--- config.mk ---
export PLATFORM = sky130hd
export DESIGN_NAME = top_n_score_table_top
export DESIGN_NICKNAME = d
export VERILOG_FILES = /design/src/rtl/core/tnst_pkg.sv /design/src/rtl/core/tnst_sanitize.sv /design/src/rtl/core/tnst_table.sv /design/src/rtl/core/top_n_score_table_top.sv
export SDC_FILE = /design/constraint.sdc
export NUM_CORES = 1
export LEC_CHECK = 0
export CAP_MARGIN = 20
export CORE_MARGIN = 3
export CORE_UTILIZATION = 41
export DETAILED_ROUTE_END_ITERATION = 6
export DONT_BUFFER_PORTS = 1
export PLACE_DENSITY = 0.66
export SLEW_MARGIN = 20
export SYNTH_ARGS = -nofsm -noshare
export SYNTH_HDL_FRONTEND = slang
export SYNTH_SLANG_ARGS = --single-unit
--- constraint.sdc ---
create_clock -name clk -period 5.94 [get_ports clk]
set_clock_uncertainty 0.15 [all_clocks]
set_input_delay 0.297 -clock clk [delete_from_list [all_inputs] [get_ports clk]]
set_output_delay 0.297 -clock clk [all_outputs]
set_load 0.02 [all_outputs]
--- src/rtl/core/tnst_pkg.sv ---
// Shared types and constants for the top-N score table.
package tnst_pkg;

	// Default parameter values
	localparam int unsigned DEPTH_DEF    = 10;
	localparam int unsigned TAG_BITS_DEF = 16;

	// Field widths
	localparam int unsigned SCORE_W = 32;
	localparam int unsigned YEAR_W  = 14;
	localparam int unsigned MONTH_W = 4;
	localparam int unsigned DAY_W   = 5;
	localparam int unsigned RANK_W  = 4;

	// Operation codes carried in s_tuser
	typedef enum logic {
		OP_INSERT = 1'b0,
		OP_QUERY  = 1'b1
	} op_t;

	// Date limits and fallback date
	localparam logic [15:0] YEAR_RAW_MAX   = 16'd8099;
	localparam logic [7:0]  MONTH_RAW_MAX  = 8'd11;
	localparam logic [7:0]  DAY_RAW_MAX    = 8'd31;
	localparam logic [7:0]  DAY_SHORT_MAX  = 8'd30;
	localparam logic [7:0]  DAY_FEB_MAX    = 8'd28;
	localparam int unsigned LEAP_PERIOD    = 4;
	localparam logic [YEAR_W-1:0]  YEAR_BASE     = 14'd1900;
	localparam logic [YEAR_W-1:0]  YEAR_DEFAULT  = 14'd1995;
	localparam logic [MONTH_W-1:0] MONTH_DEFAULT = 4'd12;
	localparam logic [DAY_W-1:0]   DAY_DEFAULT   = 5'd25;

	// Zero-based month codes of short months
	localparam logic [7:0] MON_FEB = 8'd1;
	localparam logic [7:0] MON_APR = 8'd3;
	localparam logic [7:0] MON_JUN = 8'd5;
	localparam logic [7:0] MON_SEP = 8'd8;
	localparam logic [7:0] MON_NOV = 8'd10;

	localparam logic [SCORE_W-1:0] SCORE_CAP_RESET = 32'hFFFF_FFFF;

	// Sanitized calendar date
	typedef struct packed {
		logic [YEAR_W-1:0]  year;
		logic [MONTH_W-1:0] month;
		logic [DAY_W-1:0]   day;
	} date_t;

	// Table write command from the sequencer
	typedef struct packed {
		logic copy;   // entry[wr_idx] <= entry[rd_idx]
		logic write;  // entry[wr_idx] <= new entry
	} tbl_cmd_t;

endpackage

--- src/rtl/core/tnst_sanitize.sv ---
// Score clamp and date check for incoming transactions.
module tnst_sanitize (
	input  logic                          is_query,
	input  logic [tnst_pkg::SCORE_W-1:0]  raw_score,
	input  logic [tnst_pkg::SCORE_W-1:0]  score_cap,
	input  logic [15:0]                   year_offset,
	input  logic [7:0]                    month_index,
	input  logic [7:0]                    day_of_month,
	output logic [tnst_pkg::SCORE_W-1:0]  key_score,
	output tnst_pkg::date_t               date
);

	logic range_bad;
	logic short_bad;
	logic feb_bad;
	logic date_good;
	logic [1:0] leap_rem;

	// queries compare the raw score, inserts the clamped one
	assign key_score = (!is_query && (raw_score > score_cap)) ? score_cap : raw_score;

	assign leap_rem  = 2'(year_offset % tnst_pkg::LEAP_PERIOD);
	assign range_bad = (year_offset > tnst_pkg::YEAR_RAW_MAX)
		|| (month_index > tnst_pkg::MONTH_RAW_MAX)
		|| (day_of_month > tnst_pkg::DAY_RAW_MAX);
	assign short_bad = (day_of_month > tnst_pkg::DAY_SHORT_MAX)
		&& ((month_index == tnst_pkg::MON_FEB) || (month_index == tnst_pkg::MON_APR)
		|| (month_index == tnst_pkg::MON_JUN) || (month_index == tnst_pkg::MON_SEP)
		|| (month_index == tnst_pkg::MON_NOV));
	// Feb 29/30 only in years divisible by four; Feb 30 slips through then
	assign feb_bad   = (day_of_month > tnst_pkg::DAY_FEB_MAX)
		&& (month_index == tnst_pkg::MON_FEB) && (leap_rem != 2'd0);
	assign date_good = !range_bad && !short_bad && !feb_bad;

	always_comb begin
		if (date_good) begin
			date.year  = tnst_pkg::YEAR_W'(year_offset) + tnst_pkg::YEAR_BASE;
			date.month = tnst_pkg::MONTH_W'(month_index) + tnst_pkg::MONTH_W'(1);
			date.day   = tnst_pkg::DAY_W'(day_of_month);
		end else begin
			date.year  = tnst_pkg::YEAR_DEFAULT;
			date.month = tnst_pkg::MONTH_DEFAULT;
			date.day   = tnst_pkg::DAY_DEFAULT;
		end
	end

endmodule

--- src/rtl/core/tnst_table.sv ---
// Entry storage: one read port, one write port with copy-down.
module tnst_table #(
	parameter int unsigned DEPTH    = tnst_pkg::DEPTH_DEF,
	parameter int unsigned TAG_BITS = tnst_pkg::TAG_BITS_DEF,
	parameter int unsigned IDX_W    = (DEPTH > 1) ? $clog2(DEPTH) : 1
) (
	input  logic                          clk,
	input  logic                          arst_n,
	input  tnst_pkg::tbl_cmd_t            cmd,
	input  logic [IDX_W-1:0]              rd_idx,
	input  logic [IDX_W-1:0]              wr_idx,
	input  logic [tnst_pkg::SCORE_W-1:0]  new_score,
	input  tnst_pkg::date_t               new_date,
	input  logic [TAG_BITS-1:0]           new_tag,
	output logic [tnst_pkg::SCORE_W-1:0]  rd_score
);

	logic [tnst_pkg::SCORE_W-1:0] score_q [DEPTH];
	tnst_pkg::date_t              date_q  [DEPTH];
	logic [TAG_BITS-1:0]          tag_q   [DEPTH];

	assign rd_score = score_q[rd_idx];

	always_ff @(posedge clk or negedge arst_n) begin
		if (!arst_n) begin
			for (int i = 0; i < DEPTH; i++) begin
				score_q[i]      <= '0;
				date_q[i].year  <= tnst_pkg::YEAR_DEFAULT;
				date_q[i].month <= tnst_pkg::MONTH_DEFAULT;
				date_q[i].day   <= tnst_pkg::DAY_DEFAULT;
				tag_q[i]        <= '0;
			end
		end else if (cmd.write) begin
			score_q[wr_idx] <= new_score;
			date_q[wr_idx]  <= new_date;
			tag_q[wr_idx]   <= new_tag;
		end else if (cmd.copy) begin
			score_q[wr_idx] <= score_q[rd_idx];
			date_q[wr_idx]  <= date_q[rd_idx];
			tag_q[wr_idx]   <= tag_q[rd_idx];
		end
	end

endmodule

--- src/rtl/core/top_n_score_table_top.sv ---
// Top level of the top-N score table: sequencer, config register, result register.
//
//  channel   dir  handshake         payload
//  s_*       in   tvalid/tready     tdata: fields below, tuser: opcode
//  m_*       out  tvalid/tready     tdata: result fields below
//  cfg_*     in   cfg_we            cfg_wdata: score cap
//
// Steps: the idle state accepts, then a search walks the table one entry per
// cycle through a single comparator, then for a stored insert the shift state
// copies entries down from the last one and writes the new entry at its slot,
// then the done state loads the result register. A query or a miss skips the
// copy-down; an explicit-slot insert skips the search, and a refused one also
// skips the copy-down.
// Reset: arst_n clears the sequencer, the result register and the table to
// score 0, date 1995-12-25, empty tag; the score cap resets to all ones.
// Stalls: s_tready is high only while the sequencer is idle; a finished
// result waits in the output register while the next transaction comes in,
// and the done step holds while that register is full and not being taken.
module top_n_score_table_top #(
	parameter int unsigned TABLE_DEPTH = tnst_pkg::DEPTH_DEF,
	parameter int unsigned TAG_BITS    = tnst_pkg::TAG_BITS_DEF
) (
	input  logic        clk,
	input  logic        arst_n,
	// s_tdata: score[31:0], year_offset[47:32], month_index[55:48],
	// day_of_month[63:56], name_tag[79:64], use_position[80], position[84:81]
	input  logic        s_tvalid,
	output logic        s_tready,
	input  logic [87:0] s_tdata,
	input  logic [0:0]  s_tuser,   // opcode[0]
	// m_tdata: accepted[0], rank[4:1], stored_score[36:5], stored_year[50:37],
	// stored_month[54:51], stored_day[59:55]
	output logic        m_tvalid,
	input  logic        m_tready,
	output logic [63:0] m_tdata,
	input  logic        cfg_we,
	input  logic [31:0] cfg_wdata
);

	localparam int unsigned IDX_W = (TABLE_DEPTH > 1) ? $clog2(TABLE_DEPTH) : 1;
	localparam logic [IDX_W-1:0] LAST_IDX = IDX_W'(TABLE_DEPTH - 1);

	typedef enum logic [1:0] {
		ST_IDLE,
		ST_SEARCH,
		ST_SHIFT,
		ST_DONE
	} state_t;

	// input fields
	logic [31:0] in_score;
	logic [15:0] in_year;
	logic [7:0]  in_month;
	logic [7:0]  in_day;
	logic [15:0] in_tag;
	logic        in_use_pos;
	logic [3:0]  in_pos;
	logic        in_query;

	assign in_score   = s_tdata[31:0];
	assign in_year    = s_tdata[47:32];
	assign in_month   = s_tdata[55:48];
	assign in_day     = s_tdata[63:56];
	assign in_tag     = s_tdata[79:64];
	assign in_use_pos = s_tdata[80];
	assign in_pos     = s_tdata[84:81];
	assign in_query   = (tnst_pkg::op_t'(s_tuser[0]) == tnst_pkg::OP_QUERY);

	state_t state_q;
	logic [tnst_pkg::SCORE_W-1:0] score_cap_q;
	logic                         query_q;
	logic [tnst_pkg::SCORE_W-1:0] key_q;
	tnst_pkg::date_t              date_q;
	logic [TAG_BITS-1:0]          tag_q;
	logic [IDX_W-1:0]             idx_q;
	logic [IDX_W-1:0]             slot_q;
	logic                         ok_q;

	// result register
	logic                         m_valid_q;
	logic                         acc_q;
	logic [tnst_pkg::RANK_W-1:0]  rank_q;
	logic [tnst_pkg::SCORE_W-1:0] oscore_q;
	tnst_pkg::date_t              odate_q;

	logic [tnst_pkg::SCORE_W-1:0] key_score;
	tnst_pkg::date_t              date_in;
	logic [tnst_pkg::SCORE_W-1:0] rd_score;
	logic [IDX_W-1:0]             rd_idx;
	tnst_pkg::tbl_cmd_t           tbl_cmd;
	logic                         beats;
	logic                         in_fire;
	logic                         pos_ok;
	logic                         res_load;

	assign s_tready = (state_q == ST_IDLE);
	assign in_fire  = s_tvalid && s_tready;
	assign pos_ok   = ({1'b0, in_pos} < 5'(TABLE_DEPTH));
	// result register takes a new result when empty or emptying this cycle
	assign res_load = (state_q == ST_DONE) && (!m_valid_q || m_tready);

	tnst_sanitize u_sanitize (
		.is_query     (in_query),
		.raw_score    (in_score),
		.score_cap    (score_cap_q),
		.year_offset  (in_year),
		.month_index  (in_month),
		.day_of_month (in_day),
		.key_score    (key_score),
		.date         (date_in)
	);

	// copy-down reads the entry above the one being written
	assign rd_idx = (state_q == ST_SHIFT) ? ((idx_q == '0) ? '0 : idx_q - IDX_W'(1)) : idx_q;

	always_comb begin
		tbl_cmd.copy  = (state_q == ST_SHIFT) && (idx_q != slot_q);
		tbl_cmd.write = (state_q == ST_SHIFT) && (idx_q == slot_q);
	end

	tnst_table #(
		.DEPTH    (TABLE_DEPTH),
		.TAG_BITS (TAG_BITS),
		.IDX_W    (IDX_W)
	) u_table (
		.clk       (clk),
		.arst_n    (arst_n),
		.cmd       (tbl_cmd),
		.rd_idx    (rd_idx),
		.wr_idx    (idx_q),
		.new_score (key_q),
		.new_date  (date_q),
		.new_tag   (tag_q),
		.rd_score  (rd_score)
	);

	// the one shared comparator
	assign beats = (key_q > rd_score);

	always_ff @(posedge clk or negedge arst_n) begin
		if (!arst_n) begin
			score_cap_q <= tnst_pkg::SCORE_CAP_RESET;
		end else if (cfg_we) begin
			score_cap_q <= cfg_wdata;
		end
	end

	always_ff @(posedge clk or negedge arst_n) begin
		if (!arst_n) begin
			state_q   <= ST_IDLE;
			m_valid_q <= 1'b0;
			query_q   <= 1'b0;
			ok_q      <= 1'b0;
			idx_q     <= '0;
			slot_q    <= '0;
			acc_q     <= 1'b0;
			rank_q    <= '0;
			oscore_q  <= '0;
			odate_q   <= '0;
			key_q     <= '0;
			date_q    <= '0;
			tag_q     <= '0;
		end else begin
			if (res_load) begin
				m_valid_q <= 1'b1;
			end else if (m_tready) begin
				m_valid_q <= 1'b0;
			end
			unique case (state_q)
				ST_IDLE: begin
					if (in_fire) begin
						query_q <= in_query;
						key_q   <= key_score;
						date_q  <= date_in;
						tag_q   <= TAG_BITS'(in_tag);
						if (!in_query && in_use_pos) begin
							ok_q   <= pos_ok;
							slot_q <= IDX_W'(in_pos);
							idx_q  <= LAST_IDX;
							state_q <= pos_ok ? ST_SHIFT : ST_DONE;
						end else begin
							ok_q    <= 1'b0;
							idx_q   <= '0;
							state_q <= ST_SEARCH;
						end
					end
				end
				ST_SEARCH: begin
					if (beats) begin
						ok_q   <= 1'b1;
						slot_q <= idx_q;
						if (query_q) begin
							state_q <= ST_DONE;
						end else begin
							idx_q   <= LAST_IDX;
							state_q <= ST_SHIFT;
						end
					end else if (idx_q == LAST_IDX) begin
						ok_q    <= 1'b0;
						state_q <= ST_DONE;
					end else begin
						idx_q <= idx_q + IDX_W'(1);
					end
				end
				ST_SHIFT: begin
					if (idx_q == slot_q) begin
						state_q <= ST_DONE;
					end else begin
						idx_q <= idx_q - IDX_W'(1);
					end
				end
				ST_DONE: begin
					if (res_load) begin
						acc_q     <= ok_q;
						rank_q    <= ok_q ? tnst_pkg::RANK_W'(slot_q) : '0;
						oscore_q  <= query_q ? '0 : key_q;
						odate_q   <= query_q ? '0 : date_q;
						state_q   <= ST_IDLE;
					end
				end
				default: state_q <= ST_IDLE;
			endcase
		end
	end

	assign m_tvalid = m_valid_q;
	assign m_tdata  = {4'd0, odate_q.day, odate_q.month, odate_q.year, oscore_q, rank_q, acc_q};

	// a refused or missed transaction reports rank zero
	a_rank_zero: assert property (@(posedge clk) disable iff (!arst_n)
		m_valid_q && !acc_q |-> rank_q == '0)
		else $error("rank nonzero on unaccepted result");

	// copy-down never walks above the insertion slot
	a_shift_range: assert property (@(posedge clk) disable iff (!arst_n)
		state_q == ST_SHIFT |-> idx_q >= slot_q)
		else $error("shift index below slot");

	// search index stays inside the table
	a_search_range: assert property (@(posedge clk) disable iff (!arst_n)
		state_q == ST_SEARCH |-> idx_q <= LAST_IDX)
		else $error("search index out of range");

	// a new result only comes from the done step
	a_load_from_done: assert property (@(posedge clk) disable iff (!arst_n)
		$rose(m_valid_q) |-> $past(state_q == ST_DONE))
		else $error("result loaded outside done step");

	// an accepted transaction leaves idle on the next edge
	a_leave_idle: assert property (@(posedge clk) disable iff (!arst_n)
		in_fire |=> state_q != ST_IDLE)
		else $error("sequencer stayed idle after accept");

endmodule

==> flow_metrics.py, run 1 <==
metrics = {
    "place": {
        "pre_cts_ws_ps": 486,
        "place.port_buffers": 0,
        "place.gp.congestion": 0.870,
        "hpwl_um": 37400,
    },
    "detailed_routing": {
        "viasPerCell": 5.69,
        "routed_wl_um": 63200,
        "remaining_drc_errors": 0,
        "first_pass_iters": 5,
        "drtIter0Drc": 1393,
        "via_count": 17800,
        "wl_per_cell_um": 20.2,
        "ant_nets": 0,
    },
    "global_routing": {
        "grt_start_max_net_pins": 481,
        "grt_usage_pct": 21.2,
        "antenna_found_initial": 1,
        "grt_first_pass_wirelength_um": 102000,
        "gr-total-overflow": 0,
        "grt_pass1_vias": 18500,
    },
    "sta": {
        "worstMarginPinSlew_ps": 1430,
        "fin_tns_setup_ps": 0,
        "finalSetupViolCount": 0,
        "period_minus_slack_ps": 5490,
        "fin_hold_ws_ps": -652,
        "slew_headroom_pct": 4.88,
        "slew_violations": 0,
        "rsz0062_at_grt": "false",
        "min_period_over_period_pct": 92.4,
        "final_hold_viol_count": 470,
        "max_freq_mhz": 182,
        "setup_ws_ps": 450,
    },
    "clocking": {
        "cts_hold_buf": 163,
        "cts_setup_buffers": 0,
        "cts.reportedPaths.clkPinSlew_ps": 70,
        "cts_tree": "done",
        "htree_levels": 2,
        "clockBufferDepth": 3,
        "cts_buffers": 48,
        "clk_latency_ps": 570,
        "clock-sinks": 480,
        "root_buffer": "clkbuf_16",
        "postCtsResizedCells": 0,
    },
    "synth": {
        "yosys_warnings": 0,
        "synth_xor_area_share_pct": 0.490,
        "synth_compound_area_share_pct": 17.0,
        "synthSimpleGateAreaFrac_pct": 10.9,
        "synth.area.mux_share_pct": 11.4,
        "synth-seq-cells": 480,
        "ys.flop_type": "dfrtp_1",
        "async_flop_share_pct": 100,
        "syn_area_per_cell_um2": 10.3,
        "synthAdderAreaFrac_pct": 4.24,
        "synth_cell_types": 65,
        "synth-edff-count": 0,
        "syn_inst": 2260,
        "synth_top_area_cell": "dfrtp_1",
        "synth.area.top_cells": "dfrtp_1 48%, nand2_1 7.4%, o21ai_1 7.0%, mux4_2 6.2%, ha_1 4.2%",
        "synth_top_area_share_pct": 48.2,
        "syn-cell-area_um2": 23200,
        "yosysSeqAreaShare_pct": 51.8,
        "synth_top_family_by_area": "compound AO/OA/AOI/OAI gates",
    },
    "power_and_ir_drop": {
        "switching_power_uw": 4220,
        "power_density_nw_per_um2": 418,
        "clockPowerShare_pct": 28.7,
        "sw_frac_of_total_pct": 36.9,
        "internal_power_uw": 7210,
        "vdd_drop_max_mv": 0.283,
        "leakage_uw": 0.0118,
        "p_comb_share_pct": 32.2,
        "seq_power_share_pct": 39.1,
    },
    "setup_path": {
        "startpoint_type": "flip-flop",
        "r2r_slack_ps": 450,
        "cp.required_ps": 6240,
        "critical_path_arrival_ps": 5790,
        "crit_start": "idx_q[1]",
        "path_max_fanout": 33,
        "reg2reg_from": "idx_q[1]",
        "path_class": "flip-flop to flip-flop",
        "cp-end-kind": "flip-flop",
    },
    "floorplanning": {
        "start_util_pct": 41.8,
        "ios": 192,
        "core_um2": 55600,
        "dieWidth_um": 244,
        "dieArea_um2": 59600,
        "die_h_um": 244,
        "placementRows": 86,
    },
    "final_layout": {
        "drive_gt1_share_pct": 11.3,
        "register_area_um2": 12100,
        "most-common-layout-cells": "450 x nand2_1, 447 x dfrtp_1, 322 x o21ai_1, 162 x dlygate4sd3_1, 80 x o21ai_0",
        "area_growth_pct": 17.5,
        "fillers": 4865,
        "final_common_cell": "nand2_1",
        "num-nets-final": 2548,
        "multi_input_area_um2": 10400,
    },
    "outcome": {
        "run_status": "finished, violations left",
        "violations": "negative hold slack",
    },
    "hold_path": {
        "hold_path_class": "input port to asynchronous set/reset pin",
    },
    "run": {
        "drv_cap": 0,
    },
}
## power by group through the flow
stage          clock, µW  combinational, µW  sequential (µW)
2_1_floorplan          0               2640             4290
3_3_place_gp           0               3470             4500
3_5_place_dp           0               3560             4520
4_1_cts             3320               3680             4460
5_1_grt             3460               4060             4530
6_report            3280               3680             4470
## cell families after synthesis
group                      Yosys count
xor gates and xnor gates            13
and+or+nand+nor                    611
buffers and inverters              239
muxes                              169
AOI/OAI and AO/OA                  668
adders and majority gates           79
other                                1
DFF                                480
## cells in the mapped netlist, types with 34 or more instances
library cell	n
nand2_1	460
dfrtp_1	448
o21ai_1	323
clkbuf_1	126
o21ai_0	80
inv_1	79
ha_1	78
mux2i_1	68
o211ai_1	68
mux4_2	64
nor2_1	54
a31oi_1	41
o22a_1	36
o31ai_1	34
## worst paths after layout
kind,cells past startpoint,endpoint
max in group asynchronous,0,u_table.score_q[198]
hold / removal,0,u_table.score_q[314]
setup reg to reg,17,slot_q[1]
hold reg to reg,2,date_q[22]
min in group clk,3,state_q[1]
setup / recovery,17,slot_q[1]
## routing by layer
layer	global-route usage [%]	vias to the layer above	share of wire, %
met3	4.09	178	6.3
met4	8.96	0	4.4
met2	35.6	599	48
met1	26.9	8840	41
met5	0	-	0
li1	-	8199	-
## critical path: stages (launching register included)
cell      delay, ps
dfrtp_1         380
inv_1           160
ha_1            440
nor3b_2         420
o21ai_4         130
buf_12          220
buf_12          210
mux4_2          430
mux2i_1         190
o22a_1          210
ha_1            250
a21oi_1         150
o21ai_1         130
a221oi_1        510
a31oi_1         290
o21ai_0         520
a21boi_0        220
o2bb2a_1        330
## per-stage QoR
stage                     cells  hold WS, ps  power, µW  utilization (%)  cell area, µm²
after floorplan            2263         -149       6940                -           23300
after detailed placement   2878        -85.2       8080             43.0           23900
final                      3130         -652      11400             49.1           27300
after global placement     2878        -79.0       7970             43.0           23900
after CTS                  3128         -688      11500             49.1           27300
after global routing       3130         -678      12000             49.1           27300
## flip-flops by register name, indices dropped and copies added (netlist names)
name and flops:
score_cap_q 32, m_tvalid 1, rank_q 4, ok_q 1, slot_q 4, date_q 23
state_q 2, oscore_q 32, idx_q 4, u_table.score_q 320, key_q 32, acc_q 1
m_tdata 23, query_q 1
## layout make-up
cell class / count / area share, %
antenna: 1 / 0.00916
multi-input combinational: 1544 / 38.0
clock buffer: 66 / 5.20
inverter: 79 / 1.09
sequential: 480 / 44.1
timing repair buffer: 191 / 7.08
tap: 748 / 3.42
clock inverter: 21 / 1.07
No activity file was read; power rests on OpenSTA's default activity.
==> run 2: changes to the inputs <==
--- a/config.mk
+++ b/config.mk
@@ -10,7 +10,6 @@
 export CORE_UTILIZATION = 41
 export DETAILED_ROUTE_END_ITERATION = 6
 export DONT_BUFFER_PORTS = 1
-export PLACE_DENSITY = 0.66
 export SLEW_MARGIN = 20
 export SYNTH_ARGS = -nofsm -noshare
 export SYNTH_HDL_FRONTEND = slang
==> run 2 against run 1 <==
Compared with the run above:
- the flow still finishes with violations (negative hold slack)
- die area did not move
- worst setup slack improved by 47 ps
- hold slack got worse by 12 ps
- sequential share of layout area barely moved
- non-clock buffer count rose by 11
- critical path depth rose by 1
- via count fell by 0.94%
- total power fell by 0.56%
- first-iteration DRC count fell by 23%
- critical endpoint is now idx_q[0]
- largest power group unchanged
==> flow_metrics.py, run 2 (synthesis gave the netlist of run 1 again) <==
metrics = {
    "clocking": {
        "root_buffer": "clkbuf_16",
        "cts_hold_buf": 171,
        "cts_buffers": 50,
        "clock-sinks": 480,
        "htree_levels": 2,
        "clk_latency_ps": 600,
        "cts_tree": "done",
        "postCtsResizedCells": 0,
        "cts_setup_buffers": 0,
        "cts.reportedPaths.clkPinSlew_ps": 60,
        "clockBufferDepth": 3,
    },
    "detailed_routing": {
        "via_count": 17600,
        "ant_nets": 0,
        "routed_wl_um": 63900,
        "wl_per_cell_um": 20.3,
        "drtIter0Drc": 1077,
        "remaining_drc_errors": 0,
        "first_pass_iters": 5,
        "viasPerCell": 5.61,
    },
    "setup_path": {
        "cp.required_ps": 6270,
        "path_class": "flip-flop to flip-flop",
        "cp-end-kind": "flip-flop",
        "r2r_slack_ps": 500,
        "crit-reg2reg-capture": "idx_q[0]",
        "crit_start": "state_q[0]",
        "path_max_fanout": 30,
        "worstSetupEndpoint": "idx_q[0]",
        "critical_path_arrival_ps": 5770,
        "startpoint_type": "flip-flop",
        "reg2regPathDepth": 18,
        "reg2reg_from": "state_q[0]",
    },
    "floorplanning": {
        "core_um2": 55600,
        "start_util_pct": 41.8,
        "die_h_um": 244,
        "dieWidth_um": 244,
        "dieArea_um2": 59600,
        "ios": 192,
        "placementRows": 86,
    },
    "sta": {
        "fin_tns_setup_ps": 0,
        "setup_ws_ps": 497,
        "slew_headroom_pct": 20.3,
        "period_minus_slack_ps": 5440,
        "fin_hold_ws_ps": -664,
        "finalSetupViolCount": 0,
        "final_hold_viol_count": 469,
        "worstMarginPinSlew_ps": 1200,
        "max_freq_mhz": 184,
        "min_period_over_period_pct": 91.6,
        "slew_violations": 0,
        "rsz0062_at_grt": "false",
    },
    "final_layout": {
        "final_area_um2": 27400,
        "num-nets-final": 2561,
        "largest_register_ffs": 320,
        "final_common_cell": "nand2_1",
        "most-common-layout-cells": "450 x nand2_1, 447 x dfrtp_1, 322 x o21ai_1, 170 x dlygate4sd3_1, 80 x o21ai_0",
        "drive_gt1_share_pct": 11.0,
        "top_register": "u_table.score_q",
        "n_antenna_cell": 0,
        "area_growth_pct": 17.7,
        "final_util_pct": 49.2,
    },
    "power_and_ir_drop": {
        "sw_frac_of_total_pct": 37.6,
        "power_density_nw_per_um2": 416,
        "clockPowerShare_pct": 27.4,
        "internal_power_uw": 7090,
        "seq_power_share_pct": 39.2,
        "leakage_uw": 0.0118,
        "switching_power_uw": 4280,
        "p_comb_share_pct": 33.3,
        "vdd_drop_max_mv": 0.286,
    },
    "place": {
        "place.gp.congestion": 0.864,
        "hpwl_um": 37800,
        "dpl_cell_area_um2": 24000,
        "place.port_buffers": 0,
        "pre_cts_ws_ps": 487,
    },
    "global_routing": {
        "grt_first_pass_wirelength_um": 102000,
        "grt_pass1_vias": 18200,
        "grt_usage_pct": 21.5,
        "grt_start_max_net_pins": 481,
        "gr-total-overflow": 0,
        "antenna_found_initial": 0,
    },
    "run": {
        "drv_cap": 0,
    },
    "outcome": {
        "run_status": "finished, violations left",
        "violations": "negative hold slack",
    },
    "hold_path": {
        "hold_path_class": "input port to asynchronous set/reset pin",
    },
}
==> run 2: cell types whose count changed in the layout (fill, tap and decap cells not counted), sizes merged <==
cell	delta
clkbuf	+16
dlygate4sd3	+8
bufinv	-6
clkinv	-6
buf	+3
diode	-1
inv	+1
==> run 2: per-stage QoR <==
| step | cells | power [µW] | hold slack [ps] |
|---|---|---|---|
| 2_1_floorplan | 2263 | 6940 | -149 |
| 3_3_place_gp | 2882 | 8080 | -87.8 |
| 3_5_place_dp | 2882 | 8180 | -90.3 |
| 4_1_cts | 3145 | 11400 | -719 |
| 5_1_grt | 3145 | 12000 | -709 |
| 6_report | 3145 | 11400 | -664 |
==> run 2: area by class of cell <==
cell class,count,area (µm²)
well taps,748,936
clock inverters,10,96.3
repair buffers,202,2030
multi-input cells,1544,10400
fillers,4929,28300
flip-flops and latches,480,12100
clock buffers,82,1530
inverters,79,297
==> run 2: worst max-delay path, stage by stage (launching register included) <==
cell	delay (ps)
dfrtp_1	410
inv_1	110
ha_1	530
nand2b_1	180
o21ai_4	220
buf_4	180
buf_12	240
mux4_2	540
mux2i_1	230
o22a_1	260
ha_1	270
a21oi_1	170
o21ai_1	120
a221oi_1	320
buf_4	170
a31oi_1	200
or3_1	390
a32o_1	290
mux2_1	320
==> run 2: how the worst min path moves through the flow <==
stage	startpoint	to	slack, ps	cells after the start
3_5_place_dp	arst_n	u_table.score_q[314]	-90	0
2_1_floorplan	arst_n	acc_q	-150	0
5_1_grt	arst_n	u_table.score_q[186]	-710	0
3_3_place_gp	arst_n	u_table.score_q[186]	-90	0
4_1_cts	arst_n	u_table.score_q[314]	-720	0
6_report	arst_n	u_table.score_q[154]	-660	0
==> run 2: routing by layer <==
layer	vias to the layer above	GRT usage [%]	share of wire (%)
met2	538	35.8	48
met3	133	4.27	6.1
met1	8756	28.1	43
met4	0	7.29	3.1
met5	-	0	0
li1	8222	-	-
==> run 2: power by group through the flow <==
stage	combinational [µW]	clock [µW]	sequential (µW)
floorplan	2640	0	4290
global placement	3580	0	4490
detailed placement	3670	0	4510
CTS	3790	3170	4460
global route	4160	3320	4520
finish	3790	3120	4460
==> run 3: changes to the inputs <==
--- a/config.mk
+++ b/config.mk
@@ -5,9 +5,9 @@
 export SDC_FILE = /design/constraint.sdc
 export NUM_CORES = 1
 export LEC_CHECK = 0
+export ABC_AREA = 1
 export CAP_MARGIN = 20
-export CORE_MARGIN = 3
-export CORE_UTILIZATION = 41
+export CORE_UTILIZATION = 45
 export DETAILED_ROUTE_END_ITERATION = 6
 export DONT_BUFFER_PORTS = 1
 export SLEW_MARGIN = 20
==> run 3 against run 2 <==
Compared with the run above:
- count of clock-buffer cells in the layout shrank 3
- cell count grew 40%
- first-iteration DRC count grew 95%
- sequential power grew 16%
- combinational power grew 92%
- clock power grew 7.4%
- the run ends with negative hold slack, max-slew violations left
==> flow_metrics.py, run 3 <==
metrics = {
    "synth": {
        "synth.most_common_cell": "nand2_1",
        "synth_cell_types": 49,
        "ys.flop_type": "dfrtp_1",
        "synthTopCellsByCount": "1507 x nand2_1, 448 x dfrtp_1, 373 x nand3_1",
        "synth_top_area_cell": "dfrtp_1",
        "synth_top_area_share_pct": 43.5,
        "synth-edff-count": 0,
        "synth.area.top_cells": "dfrtp_1 43%, nand2_1 22%, nand3_1 7.2%, nor2_1 5.3%, ha_1 3.8%",
        "yosys_warnings": 0,
        "syn_inst": 3528,
        "async_flop_share_pct": 100,
        "syn_area_per_cell_um2": 7.31,
        "syn-cell-area_um2": 25800,
        "yosysSeqAreaShare_pct": 46.7,
        "synth-seq-cells": 480,
    },
    "final_layout": {
        "fillers": 5294,
        "top_register": "u_table.score_q",
        "most-common-layout-cells": "1505 x nand2_1, 448 x dfrtp_1, 366 x nand3_1, 361 x nor2_1, 181 x inv_1",
        "stdcell_count": 4414,
        "largest_register_ffs": 320,
        "final_common_cell": "nand2_1",
        "drive_gt1_share_pct": 6.42,
        "n_antenna_cell": 0,
        "num-nets-final": 3819,
        "area_growth_pct": 15.7,
        "final_util_pct": 52.8,
    },
    "power_and_ir_drop": {
        "vdd_drop_max_mv": 0.349,
        "leakage_uw": 0.0154,
        "power_density_nw_per_um2": 530,
    },
    "setup_path": {
        "cp-end-kind": "flip-flop",
        "critPathMaxStageDelay_ps": 550,
        "crit_path_frequent_cell": "nand2_1",
        "crit_start": "state_q[0]",
        "critical_path_arrival_ps": 5860,
        "cpMaxStageDelayCell": "dlygate4sd3_1",
        "path_max_fanout": 50,
        "reg2reg_from": "state_q[0]",
        "startpoint_type": "flip-flop",
        "r2r_slack_ps": 430,
        "crit-reg2reg-capture": "state_q[0]",
        "path_class": "flip-flop to flip-flop",
        "reg2regPathDepth": 28,
        "cp.depth": 28,
        "cp_top_family": "simple AND/OR/NAND/NOR gates",
        "cp.required_ps": 6280,
        "crit_buf_inv": 6,
    },
    "hold_path": {
        "hold_path_class": "input port to asynchronous set/reset pin",
    },
    "floorplanning": {
        "ios": 192,
        "dieArea_um2": 58300,
        "start_util_pct": 45.6,
        "placementRows": 87,
        "core_um2": 56500,
        "die_h_um": 241,
        "dieWidth_um": 241,
    },
    "clocking": {
        "cts_setup_buffers": 0,
        "postCtsResizedCells": 0,
        "cts_buffers": 54,
        "clockBufferDepth": 3,
        "cts_hold_buf": 178,
        "htree_levels": 2,
        "cts_tree": "done",
        "root_buffer": "clkbuf_16",
        "clock-sinks": 480,
        "clk_latency_ps": 620,
        "cts.reportedPaths.clkPinSlew_ps": 60,
    },
    "place": {
        "hpwl_um": 42600,
        "placed_cells": 4137,
        "place.port_buffers": 0,
        "place.gp.congestion": 0.878,
    },
    "detailed_routing": {
        "drtIter0Drc": 2103,
        "viasPerCell": 5.33,
        "via_count": 23500,
        "wl_per_cell_um": 17.3,
        "ant_nets": 0,
        "first_pass_iters": 6,
        "routed_wl_um": 76400,
        "remaining_drc_errors": 0,
    },
    "sta": {
        "fin_tns_setup_ps": 0,
        "slew_headroom_pct": -23.5,
        "fin_hold_ws_ps": -730,
        "worstMarginPinSlew_ps": 1850,
        "min_period_over_period_pct": 92.8,
        "finalSetupViolCount": 0,
        "final_hold_viol_count": 448,
        "max_freq_mhz": 181,
        "rsz0062_at_grt": "false",
        "period_minus_slack_ps": 5510,
        "slew_violations": 267,
    },
    "global_routing": {
        "grt_usage_pct": 26.5,
        "grt_start_max_net_pins": 481,
        "antenna_found_initial": 0,
        "gr-total-overflow": 0,
        "grt_pass1_vias": 22400,
        "grt_first_pass_wirelength_um": 122000,
    },
    "run": {
        "drv_cap": 0,
    },
    "outcome": {
        "violations": "negative hold slack, max-slew violations",
        "run_status": "finished, violations left",
    },
}
==> run 3: cell count changes after synthesis, moves of 30 or more <==
cell,previous run,this run
o211ai_1,68,4
o31ai_1,34,0
mux2i_1,68,31
o21ai_0,80,152
nand3_1,9,373
inv_1,79,182
mux4_2,64,0
a31oi_1,41,2
nor2_1,54,362
o22a_1,36,1
nand2_1,460,1507
o21ai_1,323,8
nand2b_1,30,0
==> run 3: how the worst max path moves through the flow <==
stage,end,slack [ps]
5_1_grt,state_q[0],90
3_3_place_gp,slot_q[2],980
2_1_floorplan,slot_q[0],2430
3_5_place_dp,slot_q[2],950
4_1_cts,state_q[0],490
6_report,state_q[0],430
==> run 3: metrics by stage <==
stage | power, µW | worst slack (ps) | cell area [µm²]
6_report | 15800 | 425 | 29800
5_1_grt | 17000 | 90.4 | 29800
4_1_cts | 15800 | 490 | 29800
3_5_place_dp | 12300 | 949 | 26300
3_3_place_gp | 12100 | 976 | 26300
2_1_floorplan | 10100 | 2430 | 25800
==> run 3: routing by layer <==
| layer | GRT usage [%] | vias up | part of all wire, % |
|---|---|---|---|
| met5 | 0 | - | 0 |
| met4 | 7.63 | 0 | 2.6 |
| met3 | 4.15 | 147 | 6.9 |
| met2 | 44.9 | 817 | 48 |
| met1 | 35.0 | 11300 | 43 |
| li1 | - | 11300 | - |
==> run 3: cells by family after synthesis <==
| logic type | synth area share (%) |
|---|---|
| AO/OA/AOI/OAI | 4.66 |
| flip-flops | 46.7 |
| buffers and inverters | 6.03 |
| other | 0.0145 |
| multiplexers | 1.25 |
| XOR/XNOR | 0.509 |
| AND/OR/NAND/NOR | 37.0 |
| adder cells (fa/ha/maj) | 3.78 |
==> run 3: final cells by class <==
type | instances | area, µm² | share of cell area [%]
well taps | 756 | 946 | 3.17
flip-flops and latches | 480 | 12100 | 40.4
clock buffers | 79 | 1600 | 5.35
inverters | 192 | 724 | 2.43
clock inverters | 20 | 178 | 0.595
repair buffers | 208 | 2070 | 6.93
multi-input cells | 2679 | 12300 | 41.1
==> run 3: power by group <==
part	internal (µW)	switching [µW]
Combinational	2220	5050
Sequential	4180	1010
Clock	1950	1400
